## src/rtl/core/sblur_pkg.sv

```systemverilog
// Shared types, commands and scale tables for the stack blur line filter.
package sblur_pkg;

    localparam int RadW = 6;   // radius register width
    localparam int WgtW = 7;   // tap weight width (up to 64)
    localparam int PixW = 32;  // four 8-bit channels
    localparam int AccW = 21;  // weighted sum per channel
    localparam int MulW = 10;  // scale multiplier width
    localparam int PrdW = AccW + MulW;

    typedef enum logic [2:0] {
        ST_IDLE,
        ST_ACC,
        ST_DRAIN,
        ST_MUL,
        ST_SCALE,
        ST_WAIT
    } t_state;

    // Controller to datapath command group
    typedef struct packed {
        logic            wr_en;
        logic            rd_en;
        logic            rd_first;
        logic [WgtW-1:0] weight;
        logic            mul_en;
        logic            out_load;
        logic            pass_load;
        logic [RadW-1:0] radius;
    } t_cmd;

    localparam logic [MulW-1:0] MUL_ROM [64] = '{
        10'd512, 10'd512, 10'd456, 10'd512, 10'd328, 10'd456, 10'd335, 10'd512,
        10'd405, 10'd328, 10'd271, 10'd456, 10'd388, 10'd335, 10'd292, 10'd512,
        10'd454, 10'd405, 10'd364, 10'd328, 10'd298, 10'd271, 10'd496, 10'd456,
        10'd420, 10'd388, 10'd360, 10'd335, 10'd312, 10'd292, 10'd273, 10'd512,
        10'd482, 10'd454, 10'd428, 10'd405, 10'd383, 10'd364, 10'd345, 10'd328,
        10'd312, 10'd298, 10'd284, 10'd271, 10'd259, 10'd496, 10'd475, 10'd456,
        10'd437, 10'd420, 10'd404, 10'd388, 10'd374, 10'd360, 10'd347, 10'd335,
        10'd323, 10'd312, 10'd302, 10'd292, 10'd282, 10'd273, 10'd265, 10'd512
    };

    localparam logic [4:0] SHR_ROM [64] = '{
        5'd9,  5'd11, 5'd12, 5'd13, 5'd13, 5'd14, 5'd14, 5'd15, 5'd15, 5'd15,
        5'd15, 5'd16, 5'd16, 5'd16, 5'd16, 5'd17, 5'd17, 5'd17, 5'd17, 5'd17,
        5'd17, 5'd17, 5'd18, 5'd18, 5'd18, 5'd18, 5'd18, 5'd18, 5'd18, 5'd18,
        5'd18, 5'd19, 5'd19, 5'd19, 5'd19, 5'd19, 5'd19, 5'd19, 5'd19, 5'd19,
        5'd19, 5'd19, 5'd19, 5'd19, 5'd19, 5'd20, 5'd20, 5'd20, 5'd20, 5'd20,
        5'd20, 5'd20, 5'd20, 5'd20, 5'd20, 5'd20, 5'd20, 5'd20, 5'd20, 5'd20,
        5'd20, 5'd20, 5'd20, 5'd21
    };

endpackage

```

## src/rtl/core/sblur_controller.sv

```systemverilog
// Controller: line tracking, tap sequencing and handshakes.
module sblur_controller #(
    parameter int MaxRadius = 63,
    parameter int Depth     = 127,
    parameter int AddrW     = 7
) (
    input  logic                      i_clk,
    input  logic                      i_rst_n,
    input  logic                      i_valid,
    input  logic                      i_last,
    output logic                      o_stall,
    output logic                      o_valid,
    input  logic                      i_stall,
    output logic                      o_line_end,
    input  logic                      i_cfg_valid,
    input  logic [sblur_pkg::RadW-1:0] i_cfg_data,
    output logic                      o_cfg_ready,
    output sblur_pkg::t_cmd           o_cmd,
    output logic [AddrW-1:0]          o_wr_addr,
    output logic [AddrW-1:0]          o_rd_addr,
    output logic [sblur_pkg::RadW-1:0] o_radius_cfg
);
    import sblur_pkg::*;

    localparam int PosTop = 2 * MaxRadius + 1;
    localparam int PosW   = $clog2(PosTop + 1);
    localparam int KW     = $clog2(MaxRadius + 1) + 1;
    localparam int DW     = KW + 2;

    t_state                 r_state, n_state;
    logic [RadW-1:0]        r_cfg, r_rad, n_rad;
    logic [PosW-1:0]        r_pos, n_pos, r_n, n_n;
    logic [AddrW-1:0]       r_ptr, n_ptr, r_newest, n_newest;
    logic [RadW-1:0]        r_j, n_j;
    logic signed [KW-1:0]   r_k, n_k;
    logic                   r_more, n_more;
    logic                   r_valid, n_valid;
    logic                   r_end, n_end;
    logic                   accept;
    logic [RadW-1:0]        rad_now;
    logic [PosW-1:0]        pos_inc;
    logic [AddrW-1:0]       ptr_inc;
    logic signed [DW-1:0]   d_raw;
    logic [DW-1:0]          d_cl;
    logic [AddrW:0]         addr_tmp;
    logic [RadW-1:0]        abs_k;

    assign accept      = (r_state == ST_IDLE) && i_valid;
    assign o_stall     = (r_state != ST_IDLE);
    assign o_cfg_ready = 1'b1;
    assign o_valid     = r_valid;
    assign o_line_end  = r_end;
    assign o_wr_addr   = r_ptr;
    assign o_radius_cfg = r_cfg;

    assign rad_now = (r_pos == '0) ? r_cfg : r_rad;
    assign pos_inc = (r_pos == PosW'(PosTop)) ? r_pos : r_pos + 1'b1;
    assign ptr_inc = (r_ptr == AddrW'(Depth - 1)) ? '0 : r_ptr + 1'b1;

    // Tap address: clamp the offset into the line, then step back from newest
    always_comb begin
        d_raw = DW'($signed({1'b0, r_j})) - DW'(r_k);
        if (d_raw < 0) begin
            d_cl = '0;
        end else if (d_raw > DW'($signed({1'b0, r_n}))) begin
            d_cl = DW'(r_n);
        end else begin
            d_cl = d_raw;
        end
        addr_tmp = {1'b0, r_newest} - (AddrW + 1)'(d_cl);
        if ((AddrW + 1)'(r_newest) < (AddrW + 1)'(d_cl)) begin
            addr_tmp = addr_tmp + (AddrW + 1)'(Depth);
        end
        abs_k = (r_k < 0) ? RadW'(-r_k) : RadW'(r_k);
    end
    assign o_rd_addr = addr_tmp[AddrW-1:0];

    // Hold state and configuration
    always_ff @(posedge i_clk) begin
        if (!i_rst_n) begin
            r_state <= ST_IDLE;
            r_cfg   <= '0;
            r_rad   <= '0;
            r_pos   <= '0;
            r_n     <= '0;
            r_ptr   <= '0;
            r_newest <= '0;
            r_j     <= '0;
            r_k     <= '0;
            r_more  <= 1'b0;
            r_valid <= 1'b0;
            r_end   <= 1'b0;
        end else begin
            r_state <= n_state;
            if (i_cfg_valid) begin
                r_cfg <= (i_cfg_data > RadW'(MaxRadius)) ? RadW'(MaxRadius) : i_cfg_data;
            end
            r_rad   <= n_rad;
            r_pos   <= n_pos;
            r_n     <= n_n;
            r_ptr   <= n_ptr;
            r_newest <= n_newest;
            r_j     <= n_j;
            r_k     <= n_k;
            r_more  <= n_more;
            r_valid <= n_valid;
            r_end   <= n_end;
        end
    end

    // Next state and commands
    always_comb begin
        n_state  = r_state;
        n_rad    = r_rad;
        n_pos    = r_pos;
        n_n      = r_n;
        n_ptr    = r_ptr;
        n_newest = r_newest;
        n_j      = r_j;
        n_k      = r_k;
        n_more   = r_more;
        n_valid  = r_valid;
        n_end    = r_end;
        o_cmd    = '0;
        o_cmd.radius = r_rad;
        unique case (r_state)
            ST_IDLE: begin
                if (accept) begin
                    n_rad = rad_now;
                    if (rad_now <= RadW'(1)) begin
                        // pass the pixel straight through
                        o_cmd.pass_load = 1'b1;
                        n_valid = 1'b1;
                        n_end   = i_last;
                        n_more  = 1'b0;
                        n_pos   = i_last ? '0 : pos_inc;
                        n_state = ST_WAIT;
                    end else begin
                        o_cmd.wr_en = 1'b1;
                        n_newest = r_ptr;
                        n_n      = r_pos;
                        n_k      = -KW'(signed'({1'b0, rad_now}));
                        n_more   = i_last;
                        if (i_last) begin
                            n_j   = (PosW'(rad_now) > r_pos) ? RadW'(r_pos) : rad_now;
                            n_pos = '0;
                            n_ptr = '0;
                            n_state = ST_ACC;
                        end else begin
                            n_j   = rad_now;
                            n_pos = pos_inc;
                            n_ptr = ptr_inc;
                            if (r_pos >= PosW'(rad_now)) begin
                                n_state = ST_ACC;
                            end
                        end
                    end
                end
            end
            ST_ACC: begin
                // issue one tap read per cycle
                o_cmd.rd_en    = 1'b1;
                o_cmd.rd_first = (r_k == -KW'(signed'({1'b0, r_rad})));
                o_cmd.weight   = WgtW'(r_rad) + 1'b1 - WgtW'(abs_k);
                n_k = r_k + 1'b1;
                if (r_k == KW'(signed'({1'b0, r_rad}))) begin
                    n_state = ST_DRAIN;
                end
            end
            ST_DRAIN: begin
                n_state = ST_MUL;
            end
            ST_MUL: begin
                o_cmd.mul_en = 1'b1;
                n_state = ST_SCALE;
            end
            ST_SCALE: begin
                o_cmd.out_load = 1'b1;
                n_valid = 1'b1;
                n_end   = r_more && (r_j == '0);
                n_state = ST_WAIT;
            end
            ST_WAIT: begin
                // hold the result until the receiver takes it
                if (!i_stall) begin
                    n_valid = 1'b0;
                    if (r_more && (r_j != '0)) begin
                        n_j = r_j - 1'b1;
                        n_k = -KW'(signed'({1'b0, r_rad}));
                        n_state = ST_ACC;
                    end else begin
                        n_state = ST_IDLE;
                    end
                end
            end
            default: n_state = ST_IDLE;
        endcase
    end

endmodule

```

## config.mk

```make
export PLATFORM = sky130hd
export DESIGN_NAME = sblur_controller
export DESIGN_NICKNAME = d
export VERILOG_FILES = /design/src/rtl/core/sblur_pkg.sv /design/src/rtl/core/sblur_controller.sv
export SDC_FILE = /design/constraint.sdc
export NUM_CORES = 1
export LEC_CHECK = 0
export BUFFER_PORTS_ARGS = -buffer_cell sky130_fd_sc_hd__buf_4
export CORE_UTILIZATION = 55
export DETAILED_ROUTE_END_ITERATION = 6
export GPL_TIMING_DRIVEN = 0
export HOLD_SLACK_MARGIN = 0.06
export PLACE_DENSITY = 0.76
export REMOVE_ABC_BUFFERS = 1
export SETUP_SLACK_MARGIN = 0.2
export SYNTH_ARGS = -nofsm -noshare
export SYNTH_HDL_FRONTEND = slang
export SYNTH_SLANG_ARGS = --single-unit
```

## constraint.sdc

```tcl
create_clock -name i_clk -period 7.4 [get_ports i_clk]
set_input_delay 1.48 -clock i_clk [delete_from_list [all_inputs] [get_ports i_clk]]
set_output_delay 1.48 -clock i_clk [all_outputs]
set_load 0.02 [all_outputs]
```

# Yosys cells after proc, flatten, opt, wreduce, memory -nomap -nowiden
# Cells that the tools add are included.
# W data, S select, Z words.
word_totals:
  output_inout_bits: 43
  inputBits: 12
  word_cells: 117
  regBits: 59
classes:
  n_eq_ne: 17
  bitwise_logic: 1
  reduce_logical: 20
  n_mux: 47
  magnitude_cmp: 8
  n_addsub: 12
ops:
  columns: ["op", "n"]
  rows:
  - ["$mux W7", 9]
  - ["$mux W6", 9]
  - ["$add A7 B1 Y7 const B", 3]
  - ["$pmux W7 S3", 1]
  - ["$mux W3", 6]
  - ["$pmux W3 S6", 1]
  - ["$mux W8", 2]
  - ["$mux W1", 15]
  - ["$eq A7 B7 Y1", 2]
  - ["$eq A7 B7 Y1 const B", 2]
  - ["$neg A6 Y7", 2]
  - ["$ne A2 B2 Y1 const B", 6]
  - ["$pmux W6 S2", 1]
  - ["$reduce_and A5 Y1", 2]
  - ["$mux W9", 1]
  - ["$reduce_and A3 Y1", 3]
  - ["$reduce_bool A3 Y1", 3]
  - ["$gt A8 B8 Y1", 1]
  - ["$lt A7 B8 Y1", 1]
  - ["$lt A8 B1 Y1 const B", 1]
  - ["$reduce_and A4 Y1", 2]
  - ["$sub A7 B7 Y8", 1]
  - ["$add A6 B1 Y7 const B", 1]
  - ["$add A7 B7 Y7 const B", 1]
  - ["other kinds (24)", 29]

# Logic depth before layout (Yosys ltp)
# Gate-level depths: netlist of run 1.
logic_depth:
  ltp_word: 8
  ltp_mapped: 24
  ltp_nobuf: 24

# Worst setup path before layout of run 1
# No wires, ideal clock.
synth_path:
  path_kind: "register -> output"
  from: "register r_k[1]"
  to: "output port o_rd_addr[6]"
  path_buffers: 1
  t_required_ps: 5920
  arrival_ps: 4867
  path_stages_with_launch: 21
  slack_ps: 1053
  cell_sequence: "dfxtp_1 -> clkbuf_1 -> inv_1 -> fa_1 -> a21o_1 -> a21oi_1 -> xnor2_1 -> ha_1 -> a2111oi_0 -> a21oi_1 -> or2_2 -> a21boi_0 -> ha_1 -> inv_1 -> fa_1 -> a211oi_1 -> o21ai_0 -> o211ai_1 -> nand4b_1 -> a211oi_1 -> xnor2_1"
synth_via:
  elab_chain_cells: 7
  elab_cells_between_ends: 9
  classes_between: "add/sub (3); order compare (3); mux (3)"
synth_lines:
  columns: ["item", "line_no", "text"]
  rows:
  - ["start, declared", "sblur_controller.sv:35", "logic signed [KW-1:0] r_k, n_k;"]
  - ["start signal, assigned", "sblur_controller.sv:104", "r_k <= n_k;"]
  - ["$sub A7 B7 Y8 *", "sblur_controller.sv:62", "d_raw = DW'($signed({1'b0, r_j})) - DW'(r_k);"]
  - ["$gt A8 B8 Y1", "sblur_controller.sv:65", "end else if (d_raw > DW'($signed({1'b0, r_n}))) begin"]
  - ["$mux W8", "sblur_controller.sv:65", null]
  - ["$mux W8 *", "sblur_controller.sv:63", "if (d_raw < 0) begin"]
  - ["$sub A7 B7 Y7", "sblur_controller.sv:70", "addr_tmp = {1'b0, r_newest} - (AddrW + 1)'(d_cl);"]
  - ["$add A7 B7 Y7", "sblur_controller.sv:72", "addr_tmp = addr_tmp + (AddrW + 1)'(Depth);"]
  - ["$mux W7 *", "sblur_controller.sv:71", "if ((AddrW + 1)'(r_newest) < (AddrW + 1)'(d_cl)) begin"]
  - ["end, declared", "sblur_controller.sv:20", "output logic [AddrW-1:0] o_rd_addr,"]
# Every way passes the cells marked *; elsewhere a longest branch is shown, timed or not.

# Final worst setup path of run 1
layout_path:
  from: "register r_j[0]"
  to: "output port o_rd_addr[6]"
layout_via:
  elab_chain_cells: 7
  elab_cells_between_ends: 9
  classes_between: "add/sub (3); order compare (3); mux (3)"
layout_lines:
  columns: ["item", "line_no", "text"]
  rows:
  - ["start, declared", "sblur_controller.sv:34", "logic [RadW-1:0] r_j, n_j;"]
  - ["start signal, assigned", "sblur_controller.sv:103", "r_j <= n_j;"]
  - ["$sub A7 B7 Y8 *", "sblur_controller.sv:62", null]
  - ["$gt A8 B8 Y1", "sblur_controller.sv:65", null]
  - ["$mux W8", "sblur_controller.sv:65", null]
  - ["$mux W8 *", "sblur_controller.sv:63", null]
  - ["$sub A7 B7 Y7", "sblur_controller.sv:70", null]
  - ["$add A7 B7 Y7", "sblur_controller.sv:72", null]
  - ["$mux W7 *", "sblur_controller.sv:71", null]
# Marks and branches as above.

==> run_results.csv, run 1 <==
group,metric,value,unit
outcome,status,"finished clean",
detailed_routing,wirelength,11.9,mm
global_route,grt_first_pass_wirelength,19.2,mm
finish,diodes,0,
finish,syn_to_final_growth,14.5,%
clock_tree,cts_root_buf,"clkbuf_8",
global_route,antenna_found_initial,0,
hold_path,hold_depth,2,
worst_setup_path,worstSetupEndpointType,"output pin",
worst_setup_path,path_class,"flip-flop to output pin",
clock_tree,hold_buffers,0,
synth,synth_edf_count,0,
worst_setup_path,cp_cell_sequence,"inv_1, ha_1, inv_1, fa_1, a21o_1, a21oi_2, xnor2_1, ha_1, a2111oi_4, a21oi_2, or2_2, a21boi_1, ha_1, inv_1, fa_2, a211oi_2, o21ai_0, o211ai_1, nand4b_1, a211oi_2, xnor2_1, buf_4",
detailed_routing,initialDrtViolationCount,334,
timing,final.setup.tns,0,ps
timing,max_slew_margin,46.3,%
synth,syn-instance-count,614,
floorplanning,core,0.00834,mm²
floorplanning,fp.dieW,95.4,µm
finish,seqCellArea,0.00118,mm²
timing,tightest_slew,804,ps
synth,synthDistinctLibCells,62,
detailed_routing,drc,0,
floorplanning,ios,55,
worst_setup_path,cpLargestDelayFamily,"compound AO/OA/AOI/OAI gates",
finish,multi_input_area,0.00337,mm²
detailed_routing,via_per_inst,5.87,
global_route,grtUsageTotal,27.1,%
floorplanning,row_count,33,
synth,yosys_warnings,0,
clock_tree,htreeDepth,3,
placement,dp_hpwl,8.92,mm
finish,layout-drive-gt1-share,15.4,%
detailed_routing,dr.pass1.iters,5,
clock_tree,clockBufferDepth,2,
synth,netlist_area,0.00480,mm²
worst_setup_path,crit_required,5920,ps
clock_tree,clk_latency,350,ps
timing,finalCritPeriodShare,93.1,%
detailed_routing,num_vias,4455,
worst_setup_path,cp_max_fo,10,
worst_setup_path,crit_cells,22,
synth,async_reset_ff_share,0,%
synth,yosys_most_used_dff,"dfxtp_1",
worst_setup_path,setup.worst_path.start_class,"flip-flop",
timing,finalMaxSlewViolations,0,
timing,finalCriticalPeriod,6890,ps
timing,setup_viol,0,
worst_setup_path,worstPathArrival,5410,ps
timing,fmaxAchievable,145,MHz
flow_run,drv_cap,0,
clock_tree,cts_tree,"yes",
floorplanning,die-height,95.4,µm
floorplanning,dieArea,0.00910,mm²
global_route,grt-ovfl-total,0,
synth,ys_seq_area_share,24.6,%
clock_tree,cts_made_buffers,9,
finish,nets,713,
timing,rsz0062_at_grt,"false",
floorplanning,start_util,57.5,%
timing,report.final.hold_viol_count,0,
worst_setup_path,crit_slowest_cell,"fa_1",
placement,gp_congestion,0.875,
synth,synth_area_per_cell,7.81,µm²
finish,n_fill_cell,737,
placement,io_buffers,53,
hold_path,worstHoldPathType,"flip-flop to flip-flop",
worst_setup_path,r2r_cells,14,
global_route,grt_pass1_vias,4148,
timing,skew,9.03,ps
clock_tree,clkSinkCount,59,
worst_setup_path,worst-path-buf-inv,4,
synth,ys_seq_elements,59,
global_route,grt_max_degree,41,
detailed_routing,wl_per_cell,15.7,µm
worst_setup_path,max_stage_delay,400,ps
clock_tree,path_clk_slew,70,ps
detailed_routing,ant_nets,0,
state kept, by name, summed over array words and instances, names as in the netlist, 3 cells and up:
name / cells
r_k: 7
r_pos: 7
o_wr_addr: 7
r_j: 6
r_newest: 7
r_n: 7
o_radius_cfg: 6
r_state: 3
r_rad: 6
final cells by class:
| cell class | count | area share (%) |
|---|---|---|
| multi-input cells | 485 | 61.3 |
| inverters | 39 | 2.67 |
| repair buffers | 55 | 7.75 |
| flip-flops and latches | 59 | 21.6 |
| clock inverters | 5 | 1.55 |
| clock buffers | 11 | 2.76 |
| well taps | 105 | 2.39 |
what timing repair did:
action	4_1_cts	5_1_grt
resized for setup	4	9
endpoints found under the setup margin	2	4
pin swaps	0	4
setup buffers	0	1
worst min-delay path, delay by kind of cell (launching register included):
kind	cells	cell delay [ps]
flip-flops	1	310
AO/OA/AOI/OAI	1	50
AND/OR/NAND/NOR	1	50
placed cells by master (no fill, tap or decap), types with 5 or more instances in the layout:
master,synthesis,final
a211oi_1,15,13
a21o_1,6,6
a21oi_1,44,41
a31oi_1,5,5
and3_1,9,9
buf_4,3,54
clkbuf_8,0,11
dfxtp_1,59,57
ha_1,49,49
inv_1,37,36
mux2i_1,24,24
nand2_1,76,76
nand3_1,13,13
nand4_1,5,5
nor2_1,60,60
nor2b_1,5,5
nor3_1,18,18
nor4_1,6,6
o211ai_1,9,9
o21ai_0,24,24
or3_1,5,5
xnor2_1,37,37
xor2_1,15,15
metrics by stage:
step / util (%) / worst slack, ps / hold slack (ps) / cells / area (µm²)
finish: 65.8 / 514 / 464 / 759 / 5490
global route: 65.8 / 182 / 496 / 759 / 5490
CTS: 65.0 / 208 / 459 / 757 / 5420
detailed placement: 62.0 / 397 / 450 / 741 / 5170
global placement: 62.0 / 543 / 445 / 741 / 5170
floorplan: - / 1160 / 436 / 583 / 4640
kinds of logic (layout without fill, tap and decap cells):
family                   Yosys count  count (layout)  share of synthesized area [%]
multiplexers                      29              29                           6.24
adder cells (fa/ha/maj)           52              52                           14.0
AND/OR/NAND/NOR                  218             218                           21.2
AO/OA/AOI/OAI                    133             133                           18.1
other                              1               1                         0.0782
flip-flops                        59              59                           24.6
buffers and inverters             70             110                           6.21
XOR/XNOR                          52              52                           9.50
synthesized netlist by cell type, types with 2 or more instances:
master,number,share of area [%]
nor2b_1,5,0.65
nand3b_1,2,0.31
ha_1,49,13
buf_1,2,0.16
nor2_1,60,4.7
buf_6,2,0.47
a21oi_1,44,4.6
nand2_1,76,5.9
a31oi_1,5,0.65
clkbuf_1,17,1.3
nand2b_1,4,0.52
a211oi_1,15,2.3
a31o_2,3,0.55
a21boi_0,3,0.47
o211ai_1,9,1.4
and3_1,9,1.2
mux2_2,4,0.94
o21bai_1,3,0.47
nand3_1,13,1.4
a21o_1,6,0.94
o21a_1,4,0.63
o22ai_1,3,0.39
nand4b_1,3,0.55
dfxtp_1,59,25
nand4_1,5,0.65
xor2_1,15,2.7
xnor2_1,37,6.8
fa_1,3,1.3
or2_2,2,0.26
nor4_1,6,0.78
nor3_1,18,1.9
o21ai_0,24,2.5
or3_1,5,0.65
nor3b_1,2,0.31
buf_4,3,0.47
buf_2,7,0.73
mux2i_1,24,5.0
and2_1,3,0.39
inv_1,37,2.9
worst paths after layout:
path | slack (ps) | to | start
worst min-delay path | 460 | r_newest[0]$_SDFFE_PN0P_ | r_newest[0]$_SDFFE_PN0P_
worst max register to register | 3060 | r_k[2]$_SDFFE_PN0P_ | r_pos[1]$_SDFFE_PN0P_
worst min register to register | 460 | r_newest[0]$_SDFFE_PN0P_ | r_newest[0]$_SDFFE_PN0P_
worst max-delay path | 510 | o_rd_addr[6] | r_j[0]$_SDFFE_PN0P_
metal layers:
layer  routed length [µm]  GRT usage [%]
met5                    0              0
met4                  191           7.34
met3                  588           4.39
met2                 5710           45.6
met1                 5460           35.7
Power of run 1 is left out: the tool's default activity adds up to more than one toggle a clock period on the data nets, which glitch-free logic cannot reach.
==> run 2: changes to the inputs <==
- CORE_UTILIZATION: 55 -> 54
- PLACE_DENSITY: 0.76 -> 0.78
- clock period: 7.4 -> 5.5 ns (I/O delays scaled with it)
==> run 2 against run 1 <==
Compared with the run above:
- the run now ends with setup timing left
- final area increased by 4.9%
- non-clock buffer count is 18 higher
- die area rose by 1.8%
- sequential share of layout area is 0.84 points lower
- register-to-register slack got worse by 1800 ps
- clock skew is 0.96 ps lower
- cell count rose by 2.8%
- first-iteration DRC count decreased by 9.6%
==> run_results.csv, run 2 (synthesized netlist as in run 1, its figures left out) <==
group,metric,value,unit
worst_setup_path,worst-path-buf-inv,4,
detailed_routing,via_per_inst,5.92,
clock_tree,clkSinkCount,59,
detailed_routing,initialDrtViolationCount,302,
floorplanning,ios,55,
worst_setup_path,max_stage_delay,360,ps
placement,placed_cells,744,
detailed_routing,dr.pass1.iters,5,
clock_tree,path_clk_slew,70,ps
clock_tree,clk_latency,350,ps
clock_tree,cts_made_buffers,9,
floorplanning,fp.dieW,96.2,µm
timing,max_slew_margin,43.4,%
global_route,grt-ovfl-total,0,
floorplanning,die-height,96.2,µm
detailed_routing,wirelength,12.5,mm
timing,finalMaxSlewViolations,0,
worst_setup_path,worstPathArrival,4890,ps
floorplanning,dieArea,0.00926,mm²
clock_tree,htreeDepth,3,
hold_path,worstHoldPathType,"flip-flop to flip-flop",
placement,io_buffers,53,
clock_tree,cts_root_buf,"clkbuf_8",
timing,layout_setup_ws,-493,ps
worst_setup_path,cp_max_fo,4,
clock_tree,hold_buffers,0,
placement,dp_hpwl,8.69,mm
timing,setup_viol,7,
outcome,status,"finished with violations",
floorplanning,start_util,55.3,%
outcome,violations,"setup timing",
floorplanning,row_count,34,
finish,nets,731,
detailed_routing,ant_nets,0,
worst_setup_path,path_class,"flip-flop to output pin",
floorplanning,core,0.00868,mm²
finish,final_common_cell,"nand2_1",
global_route,antenna_found_initial,0,
clock_tree,clockBufferDepth,2,
detailed_routing,wl_per_cell,16.0,µm
finish,layout-drive-gt1-share,21.4,%
timing,finalCriticalPeriod,5990,ps
global_route,grt_pass1_vias,4129,
global_route,grtUsageTotal,27.2,%
timing,fmaxAchievable,167,MHz
finish,stdcell_count,780,
timing,report.final.hold_viol_count,0,
worst_setup_path,crit_required,4400,ps
finish,diodes,0,
global_route,grt_max_degree,41,
finish,final_cell_mix,"74 x nand2_1, 70 x buf_4, 59 x nor2_1, 55 x dfxtp_1, 46 x ha_1",
worst_setup_path,worstSetupEndpointType,"output pin",
timing,finalCritPeriodShare,109,%
finish,syn_to_final_growth,20.1,%
timing,rsz0062_at_grt,"true",
worst_setup_path,crit_slowest_cell,"fa_2",
timing,tightest_slew,847,ps
worst_setup_path,setup.worst_path.start_class,"flip-flop",
detailed_routing,num_vias,4620,
global_route,grt_first_pass_wirelength,19.5,mm
flow_run,drv_cap,0,
placement,gp_congestion,0.892,
clock_tree,cts_tree,"yes",
timing,skew,8.07,ps
worst_setup_path,cpLargestDelayFamily,"compound AO/OA/AOI/OAI gates",
detailed_routing,drc,0,
==> run 2: changes by cell type in the layout (fill, tap and decap cells not counted), sizes merged <==
cell	delta
clkinvlp	+3
clkbuf	-2
inv	-1
buf	+18
==> run 2: worst paths after layout <==
path,slack [ps],cells after the start,end,from
setup / recovery,-490,25,o_rd_addr[6],r_j[0]$_SDFFE_PN0P_
hold / removal,460,2,r_n[2]$_SDFFE_PN0P_,r_n[2]$_SDFFE_PN0P_
setup reg to reg,1310,14,r_k[2]$_SDFFE_PN0P_,r_pos[0]$_SDFFE_PN0P_
hold reg to reg,460,2,r_n[2]$_SDFFE_PN0P_,r_n[2]$_SDFFE_PN0P_
==> run 2: cell type report <==
type / instances / area (µm²)
clock buffer: 9 / 124
clock inverter: 7 / 92.6
fill: 710 / 2920
inverter: 39 / 151
multi-input combinational: 485 / 3490
sequential: 59 / 1190
tap: 108 / 135
timing repair buffer: 73 / 576
==> run 2: tightest hold or removal path, cell delays in order, from the launching register on <==
cell	delay, ps
dfxtp_1	310
nand2_1	50
a21oi_1	50
==> run 2: per-stage QoR <==
stage          setup slack, ps  setup TNS, ps  instance area (µm²)  utilization (%)  hold slack, ps
3_3_place_gp              -967          -5020                 5180             59.7             445
5_1_grt                   -731          -4760                 5760             66.4             474
4_1_cts                   -471          -2630                 5580             64.3             458
2_1_floorplan             -362          -1470                 4640                -             436
3_5_place_dp             -1190          -6520                 5180             59.7             449
6_report                  -493          -3080                 5760             66.4             458
==> run 2: routing by layer <==
metal | part of all wire (%) | global-route usage, % | wire (µm) | vias to the layer above
met5 | 0 | 0 | 0 | -
met4 | 2.1 | 10.9 | 265 | 0
met3 | 5.8 | 4.98 | 727 | 31
met2 | 47 | 43.3 | 5860 | 161
met1 | 45 | 36.0 | 5600 | 2170
li1 | - | - | - | 2258
==> run 2: what timing repair did <==
action                                  4_1_cts  5_1_grt
endpoints found under the setup margin        7        8
pin swaps                                    23       15
buffers inserted                             10        9
hold endpoints to repair                      0        0
resized for setup                            33       17
Power of run 2 is left out for the same reason.
==> run 3: changes to the inputs <==
- ABC_AREA: unset -> 1
- PLACE_DENSITY: 0.78 -> 0.77
==> run 3 against run 2 <==
Compared with the run above:
- fmax increased by 3.4%
- clock-buffer cell count increased by 2
- die area increased by 3.1%
- global-route usage increased by 1.8 points
- critical path type unchanged
- the run ends with DRC, setup timing left
- cell count increased by 20%
- final area increased by 5.3%
- sequential cell count unchanged
- synthesized area increased by 3.1%
- core utilization increased by 2.5 points
- highest routed layer unchanged
==> run_results.csv, run 3 <==
group,metric,value,unit
outcome,status,"finished with violations",
outcome,violations,"DRC, setup timing",
synth,synth_area_leaders,"dfxtp_1 24%, ha_1 12%, nand2_1 12%",
detailed_routing,wl_per_cell,14.6,µm
floorplanning,start_util,56.2,%
detailed_routing,initialDrtViolationCount,390,
timing,whs,474,ps
global_route,grt_first_pass_wirelength,22.6,mm
timing,final.setup.tns,-1740,ps
finish,seqCellArea,0.00120,mm²
global_route,grtUsageTotal,28.9,%
timing,setup_viol,7,
synth,synth_top_area_share,23.9,%
clock_tree,clk_latency,340,ps
worst_setup_path,crit_slowest_cell,"dfxtp_4",
timing,skew,6.13,ps
finish,diodes,0,
detailed_routing,dr.pass1.iters,7,
worst_setup_path,cp_common_cell,"nand2_2",
timing,finalCriticalPeriod,5800,ps
worst_setup_path,worstPathArrival,4700,ps
timing,report.final.hold_viol_count,0,
finish,final_common_cell,"nand2_1",
hold_path,hp-start,"o_line_end$_SDFFE_PN0P_",
clock_tree,htreeDepth,3,
worst_setup_path,ff2ff_setup_slack,2420,ps
synth,synth_edf_count,0,
finish,nets,884,
worst_setup_path,path_class,"flip-flop to output pin",
hold_path,hold_depth,2,
synth,syn-instance-count,745,
finish,final_cell_mix,"146 x nand2_1, 102 x inv_1, 74 x buf_4, 70 x nor2_1, 54 x a21oi_1",
synth,yosys.area.top_type,"dfxtp_1",
worst_setup_path,max_stage_delay,380,ps
clock_tree,path_clk_slew,70,ps
floorplanning,die-height,97.7,µm
clock_tree,cts_tree,"yes",
timing,rsz0062_at_grt,"true",
finish,layout-drive-gt1-share,21.9,%
clock_tree,cts_root_buf,"clkbuf_8",
flow_run,drv_cap,0,
clock_tree,clockBufferDepth,2,
worst_setup_path,cp_max_fo,5,
timing,finalCritPeriodShare,105,%
hold_path,worstHoldEndpoint,"o_line_end$_SDFFE_PN0P_",
finish,n_fill_cell,745,
worst_setup_path,crit_required,4400,ps
worst_setup_path,r2r_cells,16,
timing,layout_setup_ws,-298,ps
floorplanning,row_count,34,
timing,tightest_slew,742,ps
finish,multi_input_area,0.00349,mm²
synth,synth.most_common_cell,"nand2_1",
worst_setup_path,r2r_end,"r_k[2]$_SDFFE_PN0P_",
floorplanning,dieArea,0.00955,mm²
placement,dp_hpwl,9.59,mm
synth,yosys_most_used_dff,"dfxtp_1",
floorplanning,ios,55,
detailed_routing,num_vias,5127,
synth,synthDistinctLibCells,47,
worst_setup_path,setup.worst_path.start_class,"flip-flop",
detailed_routing,wirelength,13.7,mm
clock_tree,clkSinkCount,59,
hold_path,worstHoldPathType,"flip-flop to flip-flop",
synth,yosys_warnings,0,
synth,ys_seq_elements,59,
timing,finalMaxSlewViolations,0,
floorplanning,fp.dieW,97.7,µm
global_route,grt_pass1_vias,4768,
placement,gp_congestion,0.929,
detailed_routing,ant_nets,0,
placement,dp_slack,-596,ps
global_route,antenna_found_initial,0,
timing,fmaxAchievable,172,MHz
detailed_routing,via_per_inst,5.50,
synth,netlist_area,0.00495,mm²
clock_tree,cts_made_buffers,9,
worst_setup_path,worst-path-buf-inv,8,
synth,ys_seq_area_share,23.9,%
detailed_routing,drc,4,
placement,io_buffers,53,
floorplanning,core,0.00881,mm²
synth,async_reset_ff_share,0,%
synth,synthTopCellsByCount,"156 x nand2_1, 109 x inv_1, 75 x nor2_1, 60 x a21oi_1, 59 x dfxtp_1",
synth,synth_area_per_cell,6.64,µm²
global_route,grt-ovfl-total,0,
global_route,grt_max_degree,36,
worst_setup_path,r2r_start,"r_pos[0]$_SDFFE_PN0P_",
worst_setup_path,cpLargestDelayFamily,"simple AND/OR/NAND/NOR gates",
timing,max_slew_margin,50.5,%
finish,syn_to_final_growth,22.6,%
worst_setup_path,worstSetupEndpointType,"output pin",
-- run 3: worst min-delay path, delay by kind of cell (launching register included) --
family | cells | cell delay (ps)
simple gates | 1 | 60
flops | 1 | 310
compound gates | 1 | 60
-- run 3: logic make-up (layout without fill, tap and decap cells) --
logic type | Yosys count | in the layout | share of synthesized area (%)
AOI/OAI and AO/OA | 137 | 137 | 15.3
DFF | 59 | 59 | 23.9
adders and majority gates | 52 | 52 | 13.6
and+or+nand+nor | 338 | 338 | 31.2
xor gates and xnor gates | 30 | 30 | 5.31
other | 1 | 1 | 0.0758
buffers and inverters | 128 | 208 | 10.7
-- run 3: repair_timing --
item                                    4_1_cts  5_1_grt
endpoints found under the setup margin        7        7
setup buffers                                25        3
pin swaps                                    29       20
hold buffers                                  0        0
gates resized for setup                      61       14
-- run 3: through the flow --
step                util [%]  cells  area (µm²)
floorplan                  -    728        4840
global placement        61.0    889        5370
detailed placement      61.0    889        5370
CTS                     68.0    930        5990
global route            68.8    933        6060
finish                  68.8    933        6060
-- run 3: layout make-up --
class / count / share of cell area [%]
clock buffers: 11 / 2.50
inverters: 111 / 7.02
well taps: 108 / 2.23
clock inverters: 5 / 0.454
multi-input cells: 558 / 57.6
flip-flops and latches: 59 / 19.7
repair buffers: 81 / 10.5
-- run 3: worst max path at each step --
stage	start	to	slack, ps	depth (start not counted)
6_report	r_k[2]$_SDFFE_PN0P_	o_rd_addr[0]	-300	31
3_3_place_gp	r_k[2]$_SDFFE_PN0P_	o_rd_addr[5]	-460	31
5_1_grt	r_k[2]$_SDFFE_PN0P_	o_rd_addr[5]	-560	33
3_5_place_dp	r_k[2]$_SDFFE_PN0P_	o_rd_addr[5]	-600	31
4_1_cts	r_j[0]$_SDFFE_PN0P_	o_rd_addr[5]	-40	32
2_1_floorplan	r_k[2]$_SDFFE_PN0P_	o_rd_addr[1]	130	26
-- run 3: per-layer routing --
| metal | up-vias | GRT usage (%) | routed length [µm] |
|---|---|---|---|
| li1 | 2590 | - | - |
| met1 | 2345 | 39.0 | 6320 |
| met2 | 164 | 48.4 | 6290 |
| met3 | 28 | 4.03 | 786 |
| met4 | 0 | 7.93 | 261 |
| met5 | - | 0 | 0 |
Power of run 3 is left out for the same reason.
